$ cat config.mk
export PLATFORM = sky130hd
export DESIGN_NAME = planar_odometry_integrator
export DESIGN_NICKNAME = d
export VERILOG_FILES = /design/src/sv/odo_pkg.sv /design/src/sv/planar_odometry_integrator.sv /design/src/sv/odo_ctrl.sv /design/src/sv/odo_dp.sv
export SDC_FILE = /design/constraint.sdc
export NUM_CORES = 2
export LEC_CHECK = 0
export BUFFER_PORTS_ARGS = -buffer_cell sky130_fd_sc_hd__buf_4
export CORE_AREA = 2 2 324 358
export DETAILED_ROUTE_END_ITERATION = 8
export DIE_AREA = 0 0 326 360
export SYNTH_ARGS = -nofsm -noshare
export SYNTH_HDL_FRONTEND = slang
export SYNTH_HIERARCHICAL = 1
export SYNTH_SLANG_ARGS = --single-unit
export TNS_END_PERCENT = 100
$ cat constraint.sdc
create_clock -name clk -period 10.34 [get_ports clk]
set_input_delay 0.517 -clock clk [delete_from_list [all_inputs] [get_ports clk]]
set_output_delay 0.517 -clock clk [all_outputs]
set_load 0.01 [all_outputs]
$ cat src/sv/odo_pkg.sv
// ----------------------------------------------------------------------------
// odo_pkg: shared types and constants for the planar odometry integrator
// Angle table, fixed-point widths, and the controller/datapath command bus.
// ----------------------------------------------------------------------------
package odo_pkg;

  // CORDIC iteration count and arctangent table (2^32 units per turn)
  localparam int CORDIC_STEPS  = 16;
  localparam int AngleTableLen = 24;
  localparam int NumSteps      = (CORDIC_STEPS < AngleTableLen) ? CORDIC_STEPS : AngleTableLen;
  localparam int StepW         = $clog2(AngleTableLen);

  localparam logic [31:0] ATAN_TABLE [AngleTableLen] = '{
    32'd536870912, 32'd316933406, 32'd167458907, 32'd85004756, 32'd42667331,
    32'd21354465,  32'd10679838,  32'd5340245,   32'd2670163,  32'd1335087,
    32'd667544,    32'd333772,    32'd166886,    32'd83443,    32'd41722,
    32'd20861,     32'd10430,     32'd5215,      32'd2608,     32'd1304,
    32'd652,       32'd326,       32'd163,       32'd81
  };

  // Datapath widths: vector in Q.24 with CORDIC growth, residual angle, products
  localparam int VecW   = 36;
  localparam int AngW   = 33;
  localparam int OpBW   = 17;
  localparam int ProdW  = VecW + OpBW;
  localparam int DeltaW = ProdW - 24;
  localparam int PosW   = 32;

  // CORDIC gain 0.607253 in Q0.16
  localparam logic signed [OpBW-1:0] GainQ16 = 17'sd39797;

  typedef logic [StepW-1:0] step_t;

  // Commands from the controller to the datapath
  typedef struct packed {
    logic  load;     // capture input beat, pre-rotate
    logic  rot;      // one CORDIC iteration
    step_t step;     // iteration index
    logic  gain_x;   // product <= x * gain
    logic  gain_y;   // product <= y * gain, latch scaled x
    logic  scale_x;  // product <= gx * dt, latch scaled y
    logic  scale_y;  // product <= gy * dt, accumulate x
    logic  acc_y;    // accumulate y
    logic  put;      // load output register
  } odo_cmd_t;

  // Status from the datapath to the controller
  typedef struct packed {
    logic out_free;  // output register empty or draining this cycle
  } odo_sts_t;

endpackage

$ cat src/sv/planar_odometry_integrator.sv
// ----------------------------------------------------------------------------
// planar_odometry_integrator: dead-reckoning position integrator
// Rotates body velocity into the world frame and integrates it over time.
// ----------------------------------------------------------------------------
// Usage:
//   Input stream (s_*): one beat per odometry sample carrying body velocities,
//   absolute yaw and elapsed time. Output stream (m_*): one beat per sample
//   with the updated world x/y positions (Q16.16, saturating) and a
//   standing-still flag.
//   Sequence: an accepted sample runs through the iterative CORDIC rotator,
//   then through the gain x/y and time scale x/y steps on the single shared
//   multiplier and the accumulators, then through the hand-off step. The result
//   beat becomes valid in the same cycle as s_tready returns, so a new sample
//   is taken only after the previous one has been handed off; the rotator
//   iteration count sets the sample rate.
//   The output register holds a finished beat, so the next sample is taken
//   while it waits; if m_tready stays low the second sample is held at the
//   hand-off step until the register drains.
//   Reset (rst, synchronous) clears both position accumulators to zero and
//   drops any pending sample and output beat.
// ----------------------------------------------------------------------------
module planar_odometry_integrator (
  input  logic        clk,
  input  logic        rst,
  input  logic        s_tvalid,
  output logic        s_tready,
  input  logic [63:0] s_tdata,   // vel_x[15:0], vel_y[31:16], yaw[47:32], elapsed[63:48]
  output logic        m_tvalid,
  input  logic        m_tready,
  output logic [71:0] m_tdata    // pos_x[31:0], pos_y[63:32], standing_still[64], zero pad
);
  import odo_pkg::*;

  odo_cmd_t cmd;
  odo_sts_t sts;

  odo_ctrl u_ctrl (
    .clk      (clk),
    .rst      (rst),
    .s_tvalid (s_tvalid),
    .s_tready (s_tready),
    .sts      (sts),
    .cmd      (cmd)
  );

  odo_dp u_dp (
    .clk      (clk),
    .rst      (rst),
    .s_tdata  (s_tdata),
    .cmd      (cmd),
    .sts      (sts),
    .m_tvalid (m_tvalid),
    .m_tready (m_tready),
    .m_tdata  (m_tdata)
  );

endmodule

$ cat src/sv/odo_ctrl.sv
// ----------------------------------------------------------------------------
// odo_ctrl: sequencing controller
// Steps one sample through CORDIC rotation, gain and time scaling,
// accumulation and the output hand-off.
// ----------------------------------------------------------------------------
module odo_ctrl (
  input  logic              clk,
  input  logic              rst,
  input  logic              s_tvalid,
  output logic              s_tready,
  input  odo_pkg::odo_sts_t sts,
  output odo_pkg::odo_cmd_t cmd
);
  import odo_pkg::*;

  typedef enum logic [7:0] {
    S_IDLE    = 8'b0000_0001,
    S_ROT     = 8'b0000_0010,
    S_GAIN_X  = 8'b0000_0100,
    S_GAIN_Y  = 8'b0000_1000,
    S_SCALE_X = 8'b0001_0000,
    S_SCALE_Y = 8'b0010_0000,
    S_ACC_Y   = 8'b0100_0000,
    S_PUT     = 8'b1000_0000
  } state_t;

  localparam step_t LastStep = step_t'(NumSteps - 1);

  state_t state, state_next;
  step_t  step, step_next;

  assign s_tready = (state == S_IDLE);

  // Next state and iteration counter
  always_comb begin
    state_next = state;
    step_next  = step;
    case (state)
      S_IDLE: begin
        step_next = '0;
        if (s_tvalid) state_next = S_ROT;
      end
      S_ROT: begin
        step_next = step + 1'b1;
        if (step == LastStep) state_next = S_GAIN_X;
      end
      S_GAIN_X:  state_next = S_GAIN_Y;
      S_GAIN_Y:  state_next = S_SCALE_X;
      S_SCALE_X: state_next = S_SCALE_Y;
      S_SCALE_Y: state_next = S_ACC_Y;
      S_ACC_Y:   state_next = S_PUT;
      S_PUT: begin
        if (sts.out_free) state_next = S_IDLE;
      end
      default:   state_next = S_IDLE;
    endcase
  end

  always_ff @(posedge clk) begin
    if (rst) begin
      state <= S_IDLE;
      step  <= '0;
    end else begin
      state <= state_next;
      step  <= step_next;
    end
  end

  // Command decode
  always_comb begin
    cmd         = '0;
    cmd.load    = (state == S_IDLE) && s_tvalid;
    cmd.rot     = (state == S_ROT);
    cmd.step    = step;
    cmd.gain_x  = (state == S_GAIN_X);
    cmd.gain_y  = (state == S_GAIN_Y);
    cmd.scale_x = (state == S_SCALE_X);
    cmd.scale_y = (state == S_SCALE_Y);
    cmd.acc_y   = (state == S_ACC_Y);
    cmd.put     = (state == S_PUT) && sts.out_free;
  end

  // Checks
  a_onehot: assert property (@(posedge clk) disable iff (rst) $onehot(state))
    else $error("controller state not one-hot");
  a_start: assert property (@(posedge clk) disable iff (rst)
    (s_tvalid && s_tready) |=> (state == S_ROT) && (step == '0))
    else $error("accepted beat did not start rotation");
  a_step_range: assert property (@(posedge clk) disable iff (rst)
    (state == S_ROT) |-> (step <= LastStep))
    else $error("CORDIC step index out of range");
  a_put_free: assert property (@(posedge clk) disable iff (rst)
    cmd.put |=> $past(sts.out_free))
    else $error("output loaded while occupied");

endmodule

$ cat src/sv/odo_dp.sv
// ----------------------------------------------------------------------------
// odo_dp: odometry datapath
// CORDIC vector rotation, shared multiplier for gain and time scaling,
// saturating position accumulators and the output register.
// ----------------------------------------------------------------------------
module odo_dp (
  input  logic              clk,
  input  logic              rst,
  input  logic [63:0]       s_tdata,
  input  odo_pkg::odo_cmd_t cmd,
  output odo_pkg::odo_sts_t sts,
  output logic              m_tvalid,
  input  logic              m_tready,
  output logic [71:0]       m_tdata
);
  import odo_pkg::*;

  logic signed [VecW-1:0]   x, y, gx, gy;
  logic signed [AngW-1:0]   z;
  logic        [15:0]       dt;
  logic                     still;
  logic signed [PosW-1:0]   acc_x, acc_y;
  logic signed [ProdW-1:0]  prod;

  // Input unpack and quadrant fold
  logic signed [15:0]       vx, vy;
  logic        [15:0]       yaw;
  logic                     flip;
  logic signed [VecW-1:0]   x0, y0;
  logic        [31:0]       ang;

  assign vx   = s_tdata[15:0];
  assign vy   = s_tdata[31:16];
  assign yaw  = s_tdata[47:32];
  assign flip = yaw[15] ^ yaw[14];
  assign x0   = {{(VecW-32){vx[15]}}, vx, 16'b0};
  assign y0   = {{(VecW-32){vy[15]}}, vy, 16'b0};
  assign ang  = {yaw[15] ^ flip, yaw[14:0], 16'b0};

  // CORDIC iteration
  logic signed [VecW-1:0] xs, ys;
  logic signed [AngW-1:0] atan_step;

  assign xs        = x >>> cmd.step;
  assign ys        = y >>> cmd.step;
  assign atan_step = signed'({1'b0, ATAN_TABLE[cmd.step]});

  always_ff @(posedge clk) begin
    if (cmd.load) begin
      x     <= flip ? -x0 : x0;
      y     <= flip ? -y0 : y0;
      z     <= {ang[31], ang};
      dt    <= s_tdata[63:48];
      still <= (vx == '0) && (vy == '0) && (yaw == '0);
    end else if (cmd.rot) begin
      if (!z[AngW-1]) begin
        x <= x - ys;
        y <= y + xs;
        z <= z - atan_step;
      end else begin
        x <= x + ys;
        y <= y - xs;
        z <= z + atan_step;
      end
    end
  end

  // Shared multiplier, registered product
  logic signed [VecW-1:0]  mul_a;
  logic signed [OpBW-1:0]  mul_b;
  logic signed [ProdW-1:0] mul_p;

  always_comb begin
    if (cmd.gain_x)       mul_a = x;
    else if (cmd.gain_y)  mul_a = y;
    else if (cmd.scale_x) mul_a = gx;
    else                  mul_a = gy;
    mul_b = (cmd.gain_x || cmd.gain_y) ? GainQ16 : signed'({1'b0, dt});
  end

  assign mul_p = mul_a * mul_b;

  always_ff @(posedge clk) begin
    if (cmd.gain_x || cmd.gain_y || cmd.scale_x || cmd.scale_y) prod <= mul_p;
  end

  // Rounding of the product: gain back to Q.24 velocity, time scaling to Q16.16
  logic signed [ProdW-1:0]  gsum, dsum;
  logic signed [VecW-1:0]   g_rnd;
  logic signed [DeltaW-1:0] delta;

  assign gsum  = prod + ProdW'(32768);
  assign g_rnd = gsum[VecW+15:16];
  assign dsum  = prod + ProdW'(8388608);
  assign delta = dsum[ProdW-1:24];

  always_ff @(posedge clk) begin
    if (cmd.gain_y)  gx <= g_rnd;
    if (cmd.scale_x) gy <= g_rnd;
  end

  // Saturating add of the position delta; overflow when the top three bits differ
  function automatic logic signed [PosW-1:0] sat_add(logic signed [PosW-1:0] a,
                                                     logic signed [DeltaW-1:0] d);
    logic signed [PosW+1:0] s;
    s = {{2{a[PosW-1]}}, a} + {{(PosW+2-DeltaW){d[DeltaW-1]}}, d};
    if (!s[PosW+1] && (s[PosW] || s[PosW-1]))      sat_add = {1'b0, {(PosW-1){1'b1}}};
    else if (s[PosW+1] && !(s[PosW] && s[PosW-1])) sat_add = {1'b1, {(PosW-1){1'b0}}};
    else                                           sat_add = s[PosW-1:0];
  endfunction

  always_ff @(posedge clk) begin
    if (rst) begin
      acc_x <= '0;
      acc_y <= '0;
    end else begin
      if (cmd.scale_y) acc_x <= sat_add(acc_x, delta);
      if (cmd.acc_y)   acc_y <= sat_add(acc_y, delta);
    end
  end

  // Output register
  assign sts.out_free = !m_tvalid || m_tready;

  always_ff @(posedge clk) begin
    if (rst) begin
      m_tvalid <= 1'b0;
    end else if (cmd.put) begin
      m_tvalid <= 1'b1;
    end else if (m_tready) begin
      m_tvalid <= 1'b0;
    end
  end

  always_ff @(posedge clk) begin
    if (cmd.put) m_tdata <= {7'b0, still, acc_y, acc_x};
  end

endmodule
# Yosys cells after proc, flatten, opt, wreduce, memory -nomap -nowiden
# Memories as Yosys holds them, arrays and structs flattened.
# Cells that the tools add are included.
[totals] regBits=390 romBits=1024 in_bits=68 out_inout_bits=74 wordCells=104 memories=1
[classes] addsub=13 n_mul=1 order_cmp=1 eq_ne=12 shift=2 n_mux=28 n_bitwise=3 n_reduce_logical=28
[memory_table] name="(no name shown)" depth=32 word_bits=32 rd=1 rd_clocked_by_memory_dff=0 wr=0 line="odo_dp.sv:46" text="assign atan_step = signed'({1'b0, ATAN_TABLE[cmd.step]});"
[op_table] operator="$mux 36" n=11
[op_table] operator="$mux 32" n=6
[op_table] operator="$mux 33" n=3
[op_table] operator="$add 36x36->36" n=2
[op_table] operator="$neg 32->36" n=2
[op_table] operator="$sshr 36x5->36" n=2
[op_table] operator="$sub 36x36->36" n=2
[op_table] operator="$add 32x29->33" n=2
[op_table] operator="$pmux 8 s8" n=1
[op_table] operator="$add 53x25->53 const B" n=1
[op_table] operator="$mul 36x17->53" n=1
[op_table] operator="$add 52x17->52 const B" n=1
[op_table] operator="$logic_not 16->1" n=3
[op_table] operator="$add 33x33->33" n=1
[op_table] operator="$sub 33x33->33" n=1
[op_table] operator="$mux 8" n=3
[op_table] operator="$mux 16" n=1
[op_table] operator="$logic_and 1x1->1" n=10
[op_table] operator="$pmux 5 s2" n=1
[op_table] operator="$eq 8x1->1 const B" n=1
[op_table] operator="$eq 8x2->1 const B" n=1
[op_table] operator="$eq 8x3->1 const B" n=1
[op_table] operator="$eq 8x4->1 const B" n=1
[op_table] operator="$eq 8x5->1 const B" n=1
[op_table] operator="other kinds (15)" n=29

# Longest topological paths before layout
[logic_depth] depth_word=8 ltp_mapped=35 mapped_depth_nobuf=32

# Modules after synthesis
# The synthesis kept the hierarchy.
[by_module_without_submodules] module="odo_dp" n_inst=1 cells_per_inst=5536 area_each_um2=50086.8
[by_module_without_submodules] module="odo_ctrl" n_inst=1 cells_per_inst=101 area_each_um2=848.3

# Worst setup path before layout
# Ideal clock, no wire load.
[synth_path] kind="register to register" from="register u_ctrl.state[1]" to="register u_dp.prod[49] (data pin)" setup_ns=0.162 arrival_time_ns=11.278 required_ns=10.178 slack_ns=-1.100 stages_incl_launch_ff=32 n_path_buf=3 synth_period_minus_slack_ns=11.440 cell_sequence="dfxtp_1 > nor4_2 > nand2_1 > nor3b_1 > clkbuf_1 > clkbuf_1 > clkbuf_1 > a211oi_1 > o31ai_1 > nand2_1 > fa_1 > inv_1 > fa_1 > inv_1 > fa_1 > inv_1 > fa_1 > fa_1 > inv_1 > fa_1 > inv_1 > ha_1 > o21a_1 > o21a_1 > o21ai_0 > o31a_1 > o311ai_0 > nand3_1 > o31a_1 > a31oi_1 > mux2_2 > o2111ai_1"
[synth_lines] element="start: declaration" line="odo_ctrl.sv:29" text="state_t state, state_next;"
[synth_lines] element="start signal: assignment" line="odo_ctrl.sv:64" text="state <= state_next;"
[synth_lines] element="end signal: assignment" line="odo_dp.sv:84" text="if (cmd.gain_x || cmd.gain_y || cmd.scale_x || cmd.scale_y) prod <= mul_p;"
[synth_lines] element="end: declaration" line="odo_dp.sv:23" text="logic signed [ProdW-1:0] prod;"

==> results.json <==
{
  "first_pass_iters": 8,
  "yosysWarningCount": 6,
  "die_area_mm2": 0.117,
  "r2r_start": "u_ctrl/state[1]",
  "clock_power_share_pct": 10.2,
  "syn_area_mm2": 0.0509,
  "cts_made_buffers": 49,
  "p_leak_nw": 24.0,
  "ir_drop_v": 0.000875,
  "drc": 0,
  "hpwl_um": 130000,
  "num_io_pins": 142,
  "gr-usage-all-layers_pct": 27.7,
  "max-cap-violations": 0,
  "clockBufferDepth": 3,
  "grt_overflow": 0,
  "viasPerCell": 5.79,
  "final_cell_mix": "708 x inv_1, 698 x nand2_1, 548 x fa_1",
  "drive_gt1_share_pct": 9.47,
  "synth_flop_cell": "edfxtp_1",
  "cts_root_buf": "clkbuf_16",
  "post_layout_nonfiller_instances": 7213,
  "die_x_um": 326,
  "required_ps": 10830,
  "r2r-end": "u_dp/prod[49]",
  "r2r_slack_ps": 720,
  "pwr-share-comb_pct": 73.7,
  "rr_worst_depth": 29,
  "synth_enable_flop_cells": 281,
  "wl_um": 164000,
  "p_int_mw": 9.43,
  "synth_seq_area_share_pct": 20.3,
  "worstSetupPathType": "reg -> reg",
  "place.gp.congestion": 0.989,
  "routedWlPerCell_um": 22.8,
  "fin_crit_ps": 9620,
  "swShare_pct": 49.4,
  "hp-class": "in -> reg",
  "layout_setup_ws_ps": 718,
  "grt_pass1_wl_um": 251000,
  "drt-initial-drc-count": 3215,
  "p_total_mw": 18.6,
  "endpoint_kind": "flip-flop",
  "crit_start": "u_ctrl/state[1]",
  "dp.cells": 7120,
  "cts_tree": "yes",
  "ctsHtreeMaxLevel": 2,
  "clock_sinks": 375,
  "slew_headroom_pct": 11.0,
  "rsz0062_at_grt": "no",
  "tns_ps": 0,
  "clk_latency_ps": 650,
  "power_density_mw_per_mm2": 336,
  "skew_ps": 36.4,
  "start_kind": "flip-flop",
  "clk_pin_slew_ps": 60,
  "finalHoldViolCount": 0,
  "antenna_found_initial": 1,
  "tightest_slew_ps": 1320,
  "power.net_switching_mw": 9.21,
  "die_y_um": 360,
  "synth_async_sr_flop_share_pct": 0,
  "slew_viol_final": 0,
  "critPathArrivalTime_ps": 10110,
  "endpoint": "u_dp/prod[49]",
  "fill_cells": 10748,
  "synth_cell_types": 113,
  "setup_viol": 0,
  "io_buffers": 134,
  "dpl_worst_slack_ps": 323,
  "core_mm2": 0.114,
  "grt_pass1_vias": 41418,
  "vias": 41773,
  "grt_max_degree": 109,
  "crit_top_cell": "fa_1",
  "nets": 6573,
  "areaGrowthSynthToFinish_pct": 8.80,
  "cpPeakStageDelay_ps": 640,
  "status": "completed",
  "start_util_pct": 44.8,
  "ctsHoldBuffers": 0,
  "whs_ps": 55.8,
  "num_rows": 130,
  "power_frac_seq_pct": 16.1,
  "layout_commonest_cell": "inv_1",
  "cp_max_fo": 25,
  "fmax_mhz": 104,
  "period_share_pct": 93.1,
  "synth_area_per_cell_um2": 9.04,
  "postSynthCellCount": 5637,
  "critPathSlowestCell": "dfxtp_1",
  "ys_ff_latch": 375,
  "drtAntennaViolNets": 0
}
## cell type report
cell class | instances | area, um^2 | share of cell area (%)
Timing Repair Buffer | 260 | 2000 | 3.61
Clock inverter | 32 | 447 | 0.806
Multi-Input combinational cell | 4257 | 36700 | 66.3
Antenna cell | 1 | 2.50 | 0.00452
Inverter | 711 | 2670 | 4.82
Tap cell | 1518 | 1900 | 3.43
Sequential cell | 375 | 10300 | 18.6
Clock buffer | 59 | 1340 | 2.41
## synthesized netlist by cell type, drive strengths merged, types with 87 or more instances
cell	n	share of area, %
a211oi	143	2.2
a21o	92	1.4
a21oi	228	2.2
buf	87	1.1
clkbuf	212	1.6
dfxtp	94	3.7
edfxtp	281	17
fa	548	22
ha	303	7.4
inv	710	5.2
mux4	98	4.3
nand2	698	5.1
nor2	551	4.1
nor2b	113	1.4
o21ai	183	1.8
xnor2	212	3.6
xor2	142	2.4
## metal layers
layer / track usage [%] / vias to the layer above / wire, um
li1: - / 19134 / -
met1: 35.3 / 20791 / 66000
met2: 46.2 / 1505 / 78300
met3: 3.59 / 343 / 9970
met4: 14.2 / 0 / 9820
met5: 0 / - / 0
## state kept, by name, summed over array words and instances, names as in the netlist
| signal | count |
|---|---|
| u_dp/acc_y | 32 |
| u_ctrl/step | 5 |
| u_dp/gx | 36 |
| u_dp/x | 36 |
| u_dp/still | 1 |
| u_dp/z | 33 |
| u_dp/m_tdata | 65 |
| u_dp/y | 36 |
| u_dp/acc_x | 32 |
| u_dp/prod | 38 |
| u_dp/m_tvalid | 1 |
| u_dp/gy | 36 |
| u_ctrl/state | 8 |
| u_dp/dt | 16 |
## what timing repair did
| action | CTS | global route |
|---|---|---|
| endpoints found under the setup margin | 0 | 5 |
| resized for setup | 0 | 3 |
| setup buffers | 0 | 1 |
## worst min-delay path by stage
stage / startpoint / to / slack [ps] / cells past startpoint
after floorplan: u_dp/still / u_dp/m_tdata[64] / 400 / 0
after global placement: u_dp/still / u_dp/m_tdata[64] / 440 / 0
after detailed placement: u_dp/still / u_dp/m_tdata[64] / 430 / 0
after CTS: s_tdata[59] / u_dp/dt[11] / 10 / 1
after global routing: s_tdata[59] / u_dp/dt[11] / 30 / 1
final: s_tdata[59] / u_dp/dt[11] / 60 / 1
## logic make-up after synthesis
family                   synth area share (%)
AO/OA/AOI/OAI                            14.0
AND/OR/NAND/NOR                          15.4
multiplexers                             6.33
buffers and inverters                    7.87
other                                 0.00736
flip-flops                               20.3
adder cells (fa/ha/maj)                  30.1
XOR/XNOR                                 6.09
## critical path, delay by kind of cell (launching register included)
kind,cells,cell delay (ps)
AO/OA/AOI/OAI,8,2230
adder cells (fa/ha/maj),7,3460
multiplexers,1,380
flip-flops,1,640
buffers and inverters,7,1120
AND/OR/NAND/NOR,6,1640
## metrics by stage
stage | util [%] | cell area [um^2]
3_3_place_gp | 47.2 | 53600
5_1_grt | 48.7 | 55400
6_report | 48.7 | 55400
4_1_cts | 48.7 | 55400
2_1_floorplan | - | 51000
3_5_place_dp | 47.2 | 53600
## power groups by stage
stage	Clock [mW]	Combinational, mW	Sequential, mW
after floorplan	0	10.2	2.70
after global placement	0	13.5	3.00
after detailed placement	0	13.7	2.99
after CTS	1.95	13.8	2.97
after global routing	2.00	15.4	2.99
final	1.90	13.7	3.00
(Power assumes the default switching activity.)
